===== src/hw/rtl/nun_pkg.sv =====
`timescale 1ns / 1ps
`default_nettype none

package nun_pkg;

   localparam int INDEX_W  = 16;
   localparam int VALUE_W  = 63;
   localparam int FACTOR_W = 3;

   // Largest representable value; products saturate here.
   localparam logic [VALUE_W-1:0] VALUE_MAX = {VALUE_W{1'b1}};

   // Largest operands that can be scaled without saturating.
   localparam logic [VALUE_W-1:0] LIMIT_TWO   = VALUE_MAX / 2;
   localparam logic [VALUE_W-1:0] LIMIT_THREE = VALUE_MAX / 3;
   localparam logic [VALUE_W-1:0] LIMIT_FIVE  = VALUE_MAX / 5;

   // One-hot choice of factor, one bit per pointer.
   typedef logic [FACTOR_W-1:0] factor_sel_type;

   localparam factor_sel_type FACTOR_NONE  = 3'b000;
   localparam factor_sel_type FACTOR_TWO   = 3'b001;
   localparam factor_sel_type FACTOR_THREE = 3'b010;
   localparam factor_sel_type FACTOR_FIVE  = 3'b100;

   typedef struct packed {
      logic [INDEX_W-1:0] index;
   } req_type;

   typedef struct packed {
      logic [VALUE_W-1:0] value;
      logic               error;
   } rsp_type;

endpackage

`default_nettype wire


===== src/hw/rtl/nun_scaler.sv =====
`timescale 1ns / 1ps
`default_nettype none

// Shared scaling unit: multiplies a table word by 2, 3 or 5 with one adder
// and saturates at the largest representable value.
module nun_scaler (
   input  wire logic [nun_pkg::VALUE_W-1:0] operand,
   input  wire nun_pkg::factor_sel_type     factor_sel,
   output logic      [nun_pkg::VALUE_W-1:0] product
);

   logic [nun_pkg::VALUE_W-1:0] addend_a;
   logic [nun_pkg::VALUE_W-1:0] addend_b;
   logic [nun_pkg::VALUE_W-1:0] limit;
   logic [nun_pkg::VALUE_W-1:0] sum;

   always_comb begin
      case (factor_sel)
         nun_pkg::FACTOR_TWO: begin
            addend_a = '0;
            addend_b = operand << 1;
            limit    = nun_pkg::LIMIT_TWO;
         end
         nun_pkg::FACTOR_THREE: begin
            addend_a = operand;
            addend_b = operand << 1;
            limit    = nun_pkg::LIMIT_THREE;
         end
         default: begin
            addend_a = operand;
            addend_b = operand << 2;
            limit    = nun_pkg::LIMIT_FIVE;
         end
      endcase
   end

   assign sum     = addend_a + addend_b;
   assign product = (operand > limit) ? nun_pkg::VALUE_MAX : sum;

endmodule

`default_nettype wire


===== config.mk =====
export PLATFORM = sky130hd
export DESIGN_NAME = nun_scaler
export DESIGN_NICKNAME = d
export VERILOG_FILES = /design/src/hw/rtl/nun_pkg.sv /design/src/hw/rtl/nun_scaler.sv
export SDC_FILE = /design/constraint.sdc
export NUM_CORES = 1
export LEC_CHECK = 0
export ABC_AREA = 1
export ABC_CLOCK_PERIOD_IN_PS = 12300
export BUFFER_PORTS_ARGS = -buffer_cell sky130_fd_sc_hd__buf_2
export CAP_MARGIN = 20
export CORE_MARGIN = 2
export CORE_UTILIZATION = 51
export DETAILED_ROUTE_END_ITERATION = 8
export PLACE_DENSITY = 0.77
export SLEW_MARGIN = 20
export SYNTH_ARGS = -nofsm -noshare
export SYNTH_HDL_FRONTEND = slang
export SYNTH_SLANG_ARGS = --single-unit

===== constraint.sdc =====
create_clock -name vclk -period 12.3
set_clock_uncertainty 0.05 [all_clocks]
set_input_delay 2.46 -clock vclk [all_inputs]
set_output_delay 2.46 -clock vclk [all_outputs]
set_load 0.02 [all_outputs]

; Word-level counts from Yosys, hierarchy flattened
; Cells that the tools add are included.
[word_totals]
regBits = 0
input_bits = 66
out_inout_bits = 63
wordCells = 9
[classes]
addsub = 1
n_lt_le_gt_ge = 1
n_eq_ne = 2
mux = 4
reduce_logical = 1
[ops]
columns = operator, n
row1 = two-way mux 63 bit, 3
row2 = one-hot mux 62 bit (2 select lines), 1
row3 = adder 63 bit, 1
row4 = greater-than comparator 63 bit, 1
row5 = "equality test 3 x 1 -> 1 bit, second input constant", 1
row6 = "equality test 3 x 2 -> 1 bit, second input constant", 1
row7 = OR reduction 2 bit, 1

; Logic depth before layout (Yosys ltp)
; Gate-level depths: netlist (run 1).
[depth]
word_depth = 5
ltp_mapped = 25
depth_no_buf = 23

; Worst setup path before layout (run 1)
; No wires, ideal clock.
[synth_path]
path_type = input-to-output
from = input port factor_sel[2]
to = output port product[55] (netlist name)
t_arrival_ps = 5045
t_required_ps = 9790
setup_slack_ps = 4745
stages = 25
n_path_buf = 2
cell_sequence = inv_2 nand3b_4 nand2_4 buf_2 inv_1 clkbuf_1 nor2_1 ha_1 fa_1 nand3_1 nand3_1 nand2_1 nand2_1 nand2_1 nand2_1 nand2_1 nand2_1 nand2_1 nand2_1 nand2_1 nand3_1 nand2_1 nand2_1 inv_1 nand2_1
[synth_between]
elab_chain_cells = 5
elab_cells_between_ends = 9
classes_between = add/sub (1) / order compare (1) / eq/ne (2) / mux (4) / reduce/logical (1)
[synth_rtl]
columns = item, line
row1 = from (decl), nun_scaler.sv:8  ; input wire nun_pkg::factor_sel_type factor_sel,
row2 = equality test 3 x 2 -> 1 bit / equality test 3 x 1 -> 1 bit (equally long branches), nun_scaler.sv:18  ; case (factor_sel)
row3 = OR reduction 2 bit (no line), --
row4 = two-way mux 63 bit, nun_scaler.sv:18
row5 = adder 63 bit, nun_scaler.sv:37  ; assign sum = addend_a + addend_b;
row6 = two-way mux 63 bit (*), nun_scaler.sv:38  ; assign product = (operand > limit) ? nun_pkg::VALUE_MAX : sum;
row7 = to (decl), nun_scaler.sv:9  ; output logic [nun_pkg::VALUE_W-1:0] product
; Mark *: on every way between the ends. The rest lies on a longest branch, timed or not.

; Worst setup path after layout (run 1)
[layout_path]
from = input port factor_sel[1]
to = output port product[58] (netlist name)
; The elaborated chain is that of the path after synthesis.

==> impl_metrics.toml, run 1 <==
[detailed_routing]
drt-initial-drc-count = 877
vias = 9448
ant_nets = 0
drc = 0
wl_per_cell_microns = 15.61
via_per_inst = 5.461
wl_microns = 27000
first_pass_iters = 6

[outcome]
status = "complete, no violations"

[die]
die_h_microns = 123.1
start_util = 0.5211
core_area_sq_mm = 0.01388
num_io_pins = 129
die_area_sq_mm = 0.01515
rows = 43
fp.dieW_microns = 123.1

[sta]
post-route-min-period_ns = 10.13
max_slew_margin = 0.3558
finalCritPeriodShare = 0.8232
hold_viol = 0
setup_violations = 0
max_freq_mhz = 98.76
grt_setup_unrepaired = "false"
tightest_slew_ns = 0.9664
finalSetupTns_ns = 0
final_max_slew_viol_count = 0

[layout]
seq_cell_count = 0
clkbuf_count = 0
utilization = 0.5724
antenna_cells = 0
regArea_sq_um = 0
synthToLayoutAreaGrowth_pct = 9.843
drive_gt1_frac = 0.09355
final_nets = 1711

[worst_hold_path]
whs_path_depth = 4
min_from = "operand[0]"
hold_class = "input pin to primary output"
hold-path-endpoint = "product[0]"

[power_and_ir_drop]
swShare = 0.6733
power_density_mw_per_mm2 = 67.66
p_int_mw = 0.1756
p_seq_frac = 0
ir_worst_vdd_uv = 51.98
p_sw_mw = 0.3620
power.share.clock = 0
combPwrFrac = 1.000
leakage_nw = 4.443

[global_routing]
grt_max_degree = 85
antenna_found_initial = 0
grt_use_total = 0.3501
grt_first_pass_wirelength_microns = 41990
grt_pass1_vias = 8170
overflow = 0

[place]
gp_congestion = 1.067
hpwlAfterDp_microns = 23300
io_buffers = 129

[synthesis]
synth-seq-area-share = 0
synthCells = 1447
syn-num-nets = 1606
synth_xor_area_frac = 0.05449
synthSimpleGateAreaFrac = 0.4411
synth_mux_area_frac = 0
avgSynthCellArea_sq_um = 4.999
synthAdderAreaFrac = 0.1619
synth-compound-area-share = 0.1815
yosys_warnings = 0
yosysUniqueCellTypes = 35
synth_top_family_by_area = "simple AND/OR/NAND/NOR gates"
synth_area_sq_mm = 0.007233

[cts]
hold_buffers = 0
cts_setup_buffers = 0
cts_resized = 0

[setup_path]
cp.required_ns = 9.79
critPathMaxFanout = 84
critPathKind = "input pin to primary output"
worstSetupEndpointType = "primary output"
cp_data_arrival_time_ns = 7.62
critPathLaunchType = "input pin"

[run]
cap_violations = 0
==> placed cells by master (no fill, tap or decap), types with 18 or more instances in the layout <==
cell type / Yosys / routed
nand2_1: 465 / 465
inv_1: 265 / 265
nor2_1: 179 / 179
buf_2: 4 / 129
o21ai_0: 95 / 95
ha_1: 92 / 92
a21oi_1: 87 / 87
nand3_1: 73 / 73
nand4_1: 27 / 27
xnor2_1: 27 / 27
nor3_1: 18 / 18
xor2_1: 18 / 18
==> area by class of cell <==
class	count	area (sq um)
inverters	268	1006
repair buffers	129	645.6
multi-input cells	1153	6068
fillers	1548	5936
well taps	180	225.2
==> worst max path at each step <==
| stage | to | depth (start not counted) | startpoint |
|---|---|---|---|
| 2_1_floorplan | product[55] | 25 | factor_sel[2] |
| 3_3_place_gp | product[42] | 19 | factor_sel[1] |
| 3_5_place_dp | product[58] | 21 | factor_sel[1] |
| 4_1_cts | product[58] | 21 | factor_sel[1] |
| 5_1_grt | product[57] | 22 | factor_sel[1] |
| 6_report | product[58] | 21 | factor_sel[1] |
==> cells by family after synthesis <==
family          after synthesis
compound gates              237
xor+xnor                     45
fa+ha+maj                    93
buf+inv                     294
simple gates                778
==> power groups by stage <==
stage               Combinational (mW)  Clock [mW]  Sequential [mW]
floorplan                        0.370           0                0
global placement                 0.521           0                0
detailed placement               0.522           0                0
CTS                              0.524           0                0
global route                     0.593           0                0
finish                           0.538           0                0
==> stage by stage <==
step / hold slack [ns] / area, sq um / cells / worst slack (ns) / total power, mW
after CTS: 5.219 / 7945 / 1730 / 2.306 / 0.5244
final: 5.216 / 7945 / 1730 / 2.175 / 0.5376
after global placement: 5.211 / 7945 / 1730 / 2.349 / 0.5210
after floorplan: 5.044 / 7233 / 1447 / 4.745 / 0.3697
after detailed placement: 5.216 / 7945 / 1730 / 2.327 / 0.5219
after global routing: 5.246 / 7945 / 1730 / 1.751 / 0.5930
==> critical path, stage by stage <==
cell	delay (ns)
buf_2	0.12
inv_1	0.08
nand3_4	0.68
nand2_4	0.95
inv_1	0.64
nand2_1	0.20
nand2_1	0.08
ha_1	0.43
nand2_1	0.13
nor2_1	0.11
inv_1	0.08
nor2_1	0.24
nand3_1	0.09
o21ai_0	0.56
nand2_1	0.18
nand2_1	0.10
nand2_1	0.05
nand2_1	0.05
inv_1	0.03
nand2_1	0.05
buf_2	0.18
==> cells in the mapped netlist, types with 2 or more instances <==
master | count | area share
nor4_1 | 4 | 0.0035
a21o_1 | 14 | 0.015
nor3_1 | 18 | 0.012
a21oi_1 | 87 | 0.060
a31o_2 | 4 | 0.0048
clkbuf_1 | 9 | 0.0047
a31oi_1 | 12 | 0.010
nand2_4 | 2 | 0.0031
a21boi_0 | 5 | 0.0052
nand3_1 | 73 | 0.051
xnor2_1 | 27 | 0.033
nor2_1 | 179 | 0.093
inv_1 | 265 | 0.14
inv_2 | 3 | 0.0016
nand4_1 | 27 | 0.023
nand3b_1 | 2 | 0.0021
o21a_1 | 6 | 0.0062
nand2_1 | 465 | 0.24
ha_1 | 92 | 0.16
buf_2 | 4 | 0.0028
buf_1 | 5 | 0.0026
xor2_1 | 18 | 0.022
o21ai_0 | 95 | 0.066
buf_6 | 7 | 0.011
o21bai_1 | 12 | 0.012
nor3_2 | 3 | 0.0042
==> metal layers <==
layer / wire, microns / vias up / part of all wire / track usage
li1: - / 4795 / - / -
met1: 13190 / 4143 / 0.49 / 0.5489
met2: 10690 / 471 / 0.40 / 0.5197
met3: 2375 / 39 / 0.088 / 0.01799
met4: 743 / 0 / 0.028 / 0.07599
met5: 0 / - / 0 / 0
Power figures use the tool's default switching activity.
==> inputs of run 2 (changes only) <==
- ABC_CLOCK_PERIOD_IN_PS: 12300 -> 9600
- clock period: 12.3 -> 9.6 ns (I/O delays scaled with it)
==> impl_metrics.toml, run 2 (synthesis results as in run 1) <==
[outcome]
status = "complete, no violations"

[layout]
antenna_cells = 0
final_nets = 1713
drive_gt1_frac = 0.09472
regArea_sq_um = 0
layout_commonest_cell = "nand2_1"
synthToLayoutAreaGrowth_pct = 10.05
seq_cell_count = 0
fillers = 1565
clkbuf_count = 0
stdcell_area_sq_mm = 0.007960
layout_common_cells = "nand2_1, inv_1, nor2_1"

[sta]
max_slew_margin = 0.3443
tightest_slew_ns = 0.9825
finalCritPeriodShare = 0.8035
grt_setup_unrepaired = "false"
final_max_slew_viol_count = 0
hold_viol = 0
setup_violations = 0
finalSetupTns_ns = 0
max_freq_mhz = 129.6
post-route-min-period_ns = 7.713

[die]
fp.dieW_microns = 123.1
rows = 43
num_io_pins = 129
start_util = 0.5211
die_h_microns = 123.1
core_area_sq_mm = 0.01388
die_area_sq_mm = 0.01515

[power_and_ir_drop]
combPwrFrac = 1.000
p_seq_frac = 0
leakage_nw = 4.453
ir_worst_vdd_uv = 61.08
power.share.clock = 0
p_total_mw = 0.6891
power_density_mw_per_mm2 = 86.57
p_int_mw = 0.2254
swShare = 0.6730
p_sw_mw = 0.4638

[global_routing]
antenna_found_initial = 0
grt_first_pass_wirelength_microns = 41920
grt_max_degree = 84
overflow = 0
grt_pass1_vias = 8125
grt_use_total = 0.3492

[detailed_routing]
vias = 9462
drc = 0
first_pass_iters = 6
via_per_inst = 5.463
wl_microns = 26910
wl_per_cell_microns = 15.54
ant_nets = 0
drt-initial-drc-count = 872

[setup_path]
critPathLaunchType = "input pin"
critPathMaxFanout = 31
cp.required_ns = 7.63
max_stage_delay_ns = 0.72
slowest_stage = "inv_1"
cp_common_cell = "nand2_1"
critPathKind = "input pin to primary output"
crit_buf_inv = 4
crit_family = "compound AO/OA/AOI/OAI gates"
path_cells = "buf_2 > nand3b_4 > nand2_4 > inv_1 > o21ai_0 > ha_1 > a21oi_1 > o21ai_0 > a21oi_1 > o21ai_0 > nand2_1 > nand2_1 > nand2_1 > nand2_1 > inv_1 > nand2_1 > buf_2"
cp_data_arrival_time_ns = 5.74
worstSetupEndpointType = "primary output"

[worst_hold_path]
hold_class = "input pin to primary output"

[place]
hpwlAfterDp_microns = 23310
gp_congestion = 1.035
post_dp_cell_area_sq_mm = 0.007960
io_buffers = 129

[cts]
cts_resized = 0
hold_buffers = 0
cts_setup_buffers = 0

[run]
cap_violations = 0
## run 2: power groups by stage
stage / Clock (mW) / Combinational (mW) / Sequential, mW
6_report: 0 / 0.689 / 0
5_1_grt: 0 / 0.760 / 0
4_1_cts: 0 / 0.672 / 0
3_5_place_dp: 0 / 0.669 / 0
3_3_place_gp: 0 / 0.667 / 0
2_1_floorplan: 0 / 0.474 / 0
## run 2: path summary, 6_finish.rpt
path	depth (start not counted)	slack [ns]	endpoint	from
worst max-delay path	17	1.89	product[58]	factor_sel[0]
worst min-delay path	4	4.15	product[0]	operand[0]
## run 2: per-stage QoR
step                  util  cells  hold slack [ns]  setup slack [ns]
global route        0.5735   1732            4.159             1.512
detailed placement  0.5735   1732            4.153             1.988
finish              0.5735   1732            4.152             1.887
global placement    0.5735   1732            4.142             1.956
CTS                 0.5735   1732            4.156             1.965
floorplan                -   1447            3.964             3.125
## run 2: worst min-delay path: stages
cell and delay (ns):
buf_2 0.11, nand2_1 0.05, nand2_1 0.05, buf_2 0.15
## run 2: metal layers
layer | routed length (microns) | global-route usage | share of wire
met1 | 13160 | 0.5464 | 0.49
met5 | 0 | 0 | 0
met4 | 557 | 0.06676 | 0.021
met3 | 2595 | 0.04428 | 0.096
met2 | 10600 | 0.5045 | 0.39
## run 2: cell type report
class	instances	area [sq um]	area share
Tap cell	180	225.2	0.02829
Timing Repair Buffer	131	660.6	0.08299
Multi-Input combinational cell	1153	6068	0.7623
Inverter	268	1006	0.1264
==> inputs of run 3 (changes only) <==
- ABC_CLOCK_PERIOD_IN_PS: 9600 -> 7050
- PLACE_DENSITY: 0.77 -> 0.8
- clock period: 9.6 -> 7.05 ns (I/O delays scaled with it)
==> impl_metrics.toml, run 3 (synthesis results as in run 1) <==
[outcome]
status = "complete, no violations"

[setup_path]
critPathLaunchType = "input pin"
max_stage_delay_ns = 0.44
path_cells = "buf_2 > nand3b_4 > nand2_4 > inv_1 > buf_4 > o21ai_0 > ha_1 > nand2_1 > nor2_1 > inv_1 > nor2_1 > inv_1 > nor3_1 > nand4_1 > nand3_1 > nand2_1 > nand2_1 > inv_1 > nand2_1 > buf_2"
critPathKind = "input pin to primary output"
crit_family = "simple AND/OR/NAND/NOR gates"
crit_buf_inv = 7
critPathLaunch = "factor_sel[0]"
setup.worst_path.end = "product[49]"
critPathMaxFanout = 28
cp_data_arrival_time_ns = 5.28
cp.depth = 20
cp.required_ns = 5.59
worstSetupEndpointType = "primary output"
slowest_stage = "nor3_1"

[power_and_ir_drop]
power_density_mw_per_mm2 = 118.7
leakage_nw = 4.483
ir_worst_vdd_uv = 54.92

[global_routing]
overflow = 0
grt_first_pass_wirelength_microns = 41820
grt_max_degree = 74
grt_use_total = 0.3546
antenna_found_initial = 0
grt_pass1_vias = 7986

[layout]
utilization = 0.5771
drive_gt1_frac = 0.09884
seq_cell_count = 0
antenna_cells = 0
fillers = 1560
final_nets = 1719
stdcell_count = 1738
layout_common_cells = "nand2_1, inv_1, nor2_1"
layout_commonest_cell = "nand2_1"
multi_input_area_sq_mm = 0.006073
regArea_sq_um = 0
synthToLayoutAreaGrowth_pct = 10.74
stdcell_area_sq_mm = 0.008010
clkbuf_count = 0

[sta]
setup_violations = 0
max_slew_margin = 0.5182
tightest_slew_ns = 0.7227
hold_viol = 0
finalSetupTns_ns = 0
final_max_slew_viol_count = 0
grt_setup_unrepaired = "false"
max_freq_mhz = 148.4
finalCritPeriodShare = 0.9560
post-route-min-period_ns = 6.740

[place]
post_dp_cell_area_sq_mm = 0.008005
dp_cells = 1738
hpwlAfterDp_microns = 24260
io_buffers = 129
gp_congestion = 1.033

[die]
fp.dieW_microns = 123.1
rows = 43
start_util = 0.5211
die_area_sq_mm = 0.01515
die_h_microns = 123.1
num_io_pins = 129
core_area_sq_mm = 0.01388

[run]
cap_violations = 0

[cts]
cts_setup_buffers = 0

[detailed_routing]
wl_per_cell_microns = 15.96
vias = 9553
drt-initial-drc-count = 1027
drc = 0
ant_nets = 0
wl_microns = 27740
first_pass_iters = 6
via_per_inst = 5.497

[worst_hold_path]
hold_class = "input pin to primary output"
[run 3: changes by cell type in the layout (fill, tap and decap cells not counted), sizes merged]
cell,previous run,this run
buf,131,137
[run 3: what timing repair did]
| item | in CTS | in global routing |
|---|---|---|
| hold buffers | 0 | 0 |
| gates resized for setup | 0 | 1 |
| endpoints found under the setup margin | 0 | 1 |
[run 3: layout make-up]
cell class | count | share of cell area
inverter | 268 | 0.1256
multi-input combinational | 1153 | 0.7582
tap | 180 | 0.02812
timing repair buffer | 137 | 0.08810
[run 3: where the power goes]
| part | switching [mW] | internal [mW] |
|---|---|---|
| Combinational | 0.641 | 0.310 |
| Clock | 0 | 0 |
| Sequential | 0 | 0 |
[run 3: through the flow]
stage | hold WS (ns) | setup WS [ns] | power [mW]
6_report | 3.118 | 0.3102 | 0.9512
3_5_place_dp | 3.115 | 0.3580 | 0.9213
3_3_place_gp | 3.116 | 0.3120 | 0.9226
2_1_floorplan | 2.944 | 1.595 | 0.6450
4_1_cts | 3.118 | 0.3409 | 0.9251
5_1_grt | 3.126 | 0.08892 | 1.037
[run 3: routing by layer]
| layer | global-route usage | wire, microns |
|---|---|---|
| met2 | 0.5173 | 10990 |
| met4 | 0.1193 | 1095 |
| met1 | 0.5443 | 13410 |
| met3 | 0.02214 | 2251 |
| met5 | 0 | 0 |
[run 3: worst min path at each step]
| stage | from | cells past startpoint | end | slack [ns] |
|---|---|---|---|---|
| after floorplan | operand[0] | 2 | product[0] | 2.94 |
| after global placement | operand[0] | 4 | product[0] | 3.12 |
| after detailed placement | operand[0] | 4 | product[0] | 3.12 |
| after CTS | operand[0] | 4 | product[0] | 3.12 |
| after global routing | operand[0] | 4 | product[0] | 3.13 |
| final | operand[0] | 4 | product[0] | 3.12 |
